===== src/hdl/lsu_pkg.sv =====
// ----------------------------------------------------------------------------
// lsu_pkg
// Shared types, constants and helpers of the load/store unit.
// ----------------------------------------------------------------------------
package lsu_pkg;

    localparam int DEF_MEM_BYTES = 65536;
    localparam int DATA_W        = 32;
    localparam int LIMIT_W       = 17;
    localparam int MODE_W        = 3;
    localparam int NUM_BANKS     = 4;

    localparam logic [LIMIT_W-1:0] LIMIT_RESET = 17'd65536;

    // access kinds
    localparam logic [MODE_W-1:0] MODE_LB  = 3'd0;
    localparam logic [MODE_W-1:0] MODE_LH  = 3'd1;
    localparam logic [MODE_W-1:0] MODE_LW  = 3'd2;
    localparam logic [MODE_W-1:0] MODE_LBU = 3'd3;
    localparam logic [MODE_W-1:0] MODE_LHU = 3'd4;
    localparam logic [MODE_W-1:0] MODE_SB  = 3'd5;
    localparam logic [MODE_W-1:0] MODE_SH  = 3'd6;
    localparam logic [MODE_W-1:0] MODE_SW  = 3'd7;

    typedef struct packed {
        logic                 fault;
        logic                 store;
        logic [NUM_BANKS-1:0] en;
    } t_acc_ctl;

    // number of bytes the access touches
    function automatic logic [2:0] access_size(input logic [MODE_W-1:0] mode);
        logic [2:0] size;
        unique case (mode) inside
            MODE_LB, MODE_LBU, MODE_SB: size = 3'd1;
            MODE_LH, MODE_LHU, MODE_SH: size = 3'd2;
            default:                    size = 3'd4;
        endcase
        return size;
    endfunction

    function automatic logic is_store(input logic [MODE_W-1:0] mode);
        return (mode == MODE_SB) || (mode == MODE_SH) || (mode == MODE_SW);
    endfunction

    // sign or zero extension of the raw little-endian word
    function automatic logic [DATA_W-1:0] format_load(input logic [MODE_W-1:0] mode,
                                                      input logic [DATA_W-1:0] raw);
        logic [DATA_W-1:0] res;
        unique case (mode)
            MODE_LB:  res = {{24{raw[7]}}, raw[7:0]};
            MODE_LH:  res = {{16{raw[15]}}, raw[15:0]};
            MODE_LW:  res = raw;
            MODE_LBU: res = {24'd0, raw[7:0]};
            MODE_LHU: res = {16'd0, raw[15:0]};
            default:  res = '0;
        endcase
        return res;
    endfunction

endpackage


===== src/hdl/lsu_agu.sv =====
// ----------------------------------------------------------------------------
// lsu_agu
// Address decode: bounds check, bank enables, bank rows and store lanes.
// ----------------------------------------------------------------------------
module lsu_agu #(
    parameter int ROW_W = 14
) (
    input  logic [lsu_pkg::MODE_W-1:0]  i_mode,
    input  logic [lsu_pkg::DATA_W-1:0]  i_address,
    input  logic [lsu_pkg::DATA_W-1:0]  i_store_data,
    input  logic [lsu_pkg::LIMIT_W-1:0] i_limit,
    output lsu_pkg::t_acc_ctl           o_ctl,
    output logic [ROW_W-1:0]            o_row   [lsu_pkg::NUM_BANKS],
    output logic [7:0]                  o_wdata [lsu_pkg::NUM_BANKS]
);

    logic [2:0]                  size;
    logic [lsu_pkg::DATA_W:0]    end_addr;
    logic [1:0]                  lo;
    logic [ROW_W-1:0]            row0;
    logic [1:0]                  lane [lsu_pkg::NUM_BANKS];

    assign size     = lsu_pkg::access_size(i_mode);
    // end computed one bit wider so accesses near the top of the space fault
    assign end_addr = {1'b0, i_address} + 33'(size);
    assign lo       = i_address[1:0];
    assign row0     = ROW_W'(i_address >> 2);

    always_comb begin
        o_ctl.fault = end_addr > 33'(i_limit);
        o_ctl.store = lsu_pkg::is_store(i_mode);
        for (int b = 0; b < lsu_pkg::NUM_BANKS; b++) begin
            lane[b]     = 2'(b) - lo;
            o_ctl.en[b] = 3'(lane[b]) < size;
            // banks below the start byte hold the next row
            o_row[b]    = row0 + ROW_W'(2'(b) < lo);
            o_wdata[b]  = i_store_data[8*lane[b] +: 8];
        end
    end

endmodule


===== config.mk =====
export PLATFORM = sky130hd
export DESIGN_NAME = lsu_agu
export DESIGN_NICKNAME = d
export VERILOG_FILES = /design/src/hdl/lsu_pkg.sv /design/src/hdl/lsu_agu.sv
export SDC_FILE = /design/constraint.sdc
export NUM_CORES = 1
export LEC_CHECK = 0
export ABC_AREA = 1
export BUFFER_PORTS_ARGS = -buffer_cell sky130_fd_sc_hd__buf_2
export CAP_MARGIN = 10
export CORE_ASPECT_RATIO = 0.6
export CORE_MARGIN = 2
export CORE_UTILIZATION = 40
export DETAILED_ROUTE_END_ITERATION = 10
export PLACE_DENSITY = 0.71
export SLEW_MARGIN = 25
export SYNTH_ARGS = -nofsm -noshare
export SYNTH_HDL_FRONTEND = slang
export SYNTH_SLANG_ARGS = --single-unit

===== constraint.sdc =====
create_clock -name vclk -period 4.9
set_input_delay 0.49 -clock vclk [all_inputs]
set_output_delay 0.49 -clock vclk [all_outputs]
set_load 0.03 [all_outputs]

# After elaboration in Yosys (flattened, before gate mapping)

Cells that the tools add are included.

Add/sub/neg operators: 9
Multiply operators: 0
Divide/modulo/power cells: 0
Magnitude comparators: 9
Equality and inequality tests: 6
Shift operators: 4
Mux-type cells: 1
Bitwise gates (word level): 0
Reduce and logical (&&, ||, !) cells: 5

Operators with widths:

| operator              | number |
|---|---|
| $shiftx A32 B6 Y8     | 4 |
| $add A14 B1 Y14       | 4 |
| $add A32 B3 Y33       | 1 |
| $gt A33 B17 Y1        | 1 |
| $eq A3 B3 Y1 const B  | 4 |
| $lt A2 B3 Y1          | 4 |
| $pmux W3 S2           | 1 |
| $reduce_or A3 Y1      | 2 |
| $lt A1 B2 Y1 const A  | 2 |
| $lt A2 B2 Y1 const A  | 2 |
| $sub A1 B2 Y2 const A | 2 |
| $sub A2 B2 Y2 const A | 2 |
| $eq A3 B1 Y1 const B  | 1 |
| $eq A3 B2 Y1 const B  | 1 |
| $logic_not A3 Y1      | 1 |
| $logic_or A1 B1 Y1    | 2 |

Register bits: 0
Latch bits: 0
RAM bits: 0
ROM bits: 0
Output and inout port bits: 94
Word-level logic and storage cells: 34
Memories: 0

# Depth between registers and ports, before layout

Depth after elaboration: 5
Mapped depth: 24
Mapped depth without buffers: 24

# Least setup slack after synthesis

No wires, ideal clock.

Path kind: input port to output port
Start: input i_mode[2] (netlist bit)
End: output o_ctl[5] (netlist bit)
Arrival: 3,702 ps
Required time: 4,410 ps
Path slack: 708 ps
Stages: 22
Buffers on the path: 0
Path through: inv_1 o21ai_0 inv_1 nor2_1 ha_1 inv_1 fa_1 inv_1 nand3_1 nand2_1 nand2_1 nor2_2 xor2_1 ha_1 nand2_1 inv_1 o21ai_0 nand2_1 a21oi_1 a21oi_1 nor2_1 nand3_1

RTL lines:

| what               | line          | RTL |
|---|---|---|
| start: declaration | lsu_agu.sv:8  | `input logic [lsu_pkg::MODE_W-1:0] i_mode,` |
| end: declaration   | lsu_agu.sv:12 | `output lsu_pkg::t_acc_ctl o_ctl,` |

==> impl_metrics.toml <==
[floorplan]
start_util_pct = 41.13
pin_count = 178
fp.coreArea_um2 = 7851
die-width_um = 120
dieArea_um2 = 8832
die_h_um = 73.60
core.rowCount = 25

[logic_synthesis]
synthDistinctLibCells = 28
synthesis.area_um2 = 3229
yosys_warnings = 0
synthesis.nets = 687
syn_inst = 569
ys_seq_area_share_pct = 0
synth.avg_cell_area_um2 = 5.675

[worst_setup_path]
path_max_fanout = 6
critPathKind = "primary input to output port"
arrival_ps = 3880
setup.worst_path.end = "o_ctl[5]"
cp_cell_sequence = "buf_2 -> inv_1 -> o21ai_0 -> o21ai_2 -> inv_1 -> nor2_2 -> ha_1 -> inv_1 -> fa_1 -> inv_1 -> nand3_1 -> nand2_1 -> nand2_1 -> xor2_1 -> inv_1 -> ha_1 -> nand2_1 -> nor2_1 -> nand3_1 -> nor4_1 -> a21oi_1 -> nor2_1 -> nand3_1 -> buf_2"
cp_common_cell = "inv_1"
cp-startpoint = "i_mode[2]"
end_kind = "output port"
cp_slowest_cell = "fa_1"
worstSetupStartpointType = "primary input"
required_ps = 4410
max_stage_delay_ps = 420

[pwr]
power_frac_seq_pct = 0
p_leak_nw = 2.441
p_comb_share_pct = 100.0
netSwitchingFraction_pct = 69.02
peakVddDrop_uv = 111.1
p_sw_uw = 341.2
internal_power_uw = 153.1
p_per_area_nw_per_um2 = 120.8
clkPwrFrac_pct = 0

[timing]
setup_violations = 0
finalCriticalPeriod_ps = 4366
relSlewSlack_pct = 59.91
finalCritPeriodShare_pct = 89.09
rsz0062_at_grt = "false"
finalHoldViolations = 0
setup_tns_ps = 0
fmax_ghz = 0.2291
drv_slew = 0
tightest_slew_ps = 600.7

[final_layout]
antenna_cells = 0
clockBufferCount = 0
final_cell_mix = "buf_2 (178), nand2_1 (152), inv_1 (97)"
fillCellCount = 812
final_common_cell = "buf_2"
multiInputGateArea_um2 = 2686
seq_area_um2 = 0
design.seq.count = 0
postLayoutCellArea_um2 = 4091
area_growth_syn_to_layout_pct = 26.69
nNetsFinal = 841
drive_above_1_share_pct = 29.26

[drt]
drc = 0
wire_per_inst_um = 14.74
drt_iter0_drc = 236
ant_nets = 0
wirelength_um = 12220
num_vias = 4144
dr.pass1.iters = 5
viasPerCell = 4.999

[global_route]
grt_pass1_vias = 3773
grt_pass1_wl_um = 19030
grt_antenna_before_repair = 0
grt_max_degree = 35
grt-ovfl-total = 0
grt_usage_pct = 27.05

[worst_hold_path]
min_from = "i_address[9]"
hold_class = "primary input to output port"

[clock_network]
post_cts.repair.setup_buffers = 0

[placed_design]
gp_congestion = 0.9729
placed_area_um2 = 4085
port_buffers = 178
dp_hpwl_um = 10720

[outcome]
status = "completed"

[run]
max-cap-violations = 0
## what timing repair did
item                                    4_1_cts  5_1_grt
hold buffers                                  0        0
endpoints found under the setup margin        0        1
gates resized for setup                       0        3
## area by class of cell
class,instances,area share (%)
Multi-Input combinational cell,444,65.66
Inverter,97,8.899
Timing Repair Buffer,180,22.14
Tap cell,108,3.303
## critical path, delay by kind of cell
family | cells | cell delay [ps]
and+or+nand+nor | 10 | 1180
adders and majority gates | 3 | 940
buffers and inverters | 7 | 750
AOI/OAI and AO/OA | 3 | 360
xor gates and xnor gates | 1 | 140
## cell usage after synthesis (2+ instances only)
cell type / n / share of area (%)
nor3_1: 5 / 0.77
xor2_1: 41 / 11
nand3_1: 20 / 3.1
nand2_1: 152 / 18
buf_2: 4 / 0.62
mux2i_1: 32 / 9.9
buf_1: 2 / 0.23
ha_1: 33 / 13
nand3b_1: 5 / 1.2
or2_2: 2 / 0.39
a21oi_1: 10 / 1.5
clkbuf_1: 3 / 0.35
xnor2_1: 10 / 2.7
nor2_1: 59 / 6.9
nor2_4: 7 / 2.4
o21ai_0: 39 / 6.0
nor2_2: 7 / 1.4
buf_4: 18 / 4.2
nand2_2: 10 / 1.9
nand4_1: 5 / 0.97
inv_1: 97 / 11
nand3_2: 2 / 0.62
## metal layers
layer	track usage, %	routed length [um]
met1	40.28	6040
met2	43.75	5129
met3	3.183	1008
met4	1.307	42
met5	0	0
## stage by stage
step                      setup slack (ps)  hold slack (ps)  power [mW]  utilization [%]  instances
after floorplan                      708.0             1112      0.3401                -        569
after global placement               403.5             1314      0.4796            52.03        829
after detailed placement             155.6             1312      0.4883            52.03        829
after CTS                            154.8             1313      0.4905            52.03        829
after global routing                 17.43             1326      0.5359            52.11        829
final                                534.4             1315      0.4943            52.11        829
## cell families (layout without fill, tap and decap cells)
kind of cell               after synthesis  after routing  share of synthesized area (%)
AOI/OAI and AO/OA                       50             50                          7.827
and+or+nand+nor                        277            277                          38.01
muxes                                   32             32                          9.919
xor gates and xnor gates                51             51                          13.83
adders and majority gates               34             34                          13.41
buffers and inverters                  125            277                          17.01
## power by group through the flow
stage               registers, mW  logic (mW)  clock network, mW
floorplan                       0       0.340                  0
global placement                0       0.480                  0
detailed placement              0       0.488                  0
CTS                             0       0.491                  0
global route                    0       0.536                  0
finish                          0       0.494                  0
## worst min-delay path by stage
stage | to | slack (ps) | depth (start not counted)
6_report | o_row[7] | 1320 | 2
3_3_place_gp | o_row[7] | 1310 | 2
4_1_cts | o_row[7] | 1310 | 2
5_1_grt | o_row[7] | 1330 | 2
2_1_floorplan | o_row[0] | 1110 | 1
3_5_place_dp | o_row[7] | 1310 | 2
No activity file was read; power rests on OpenSTA's default activity.
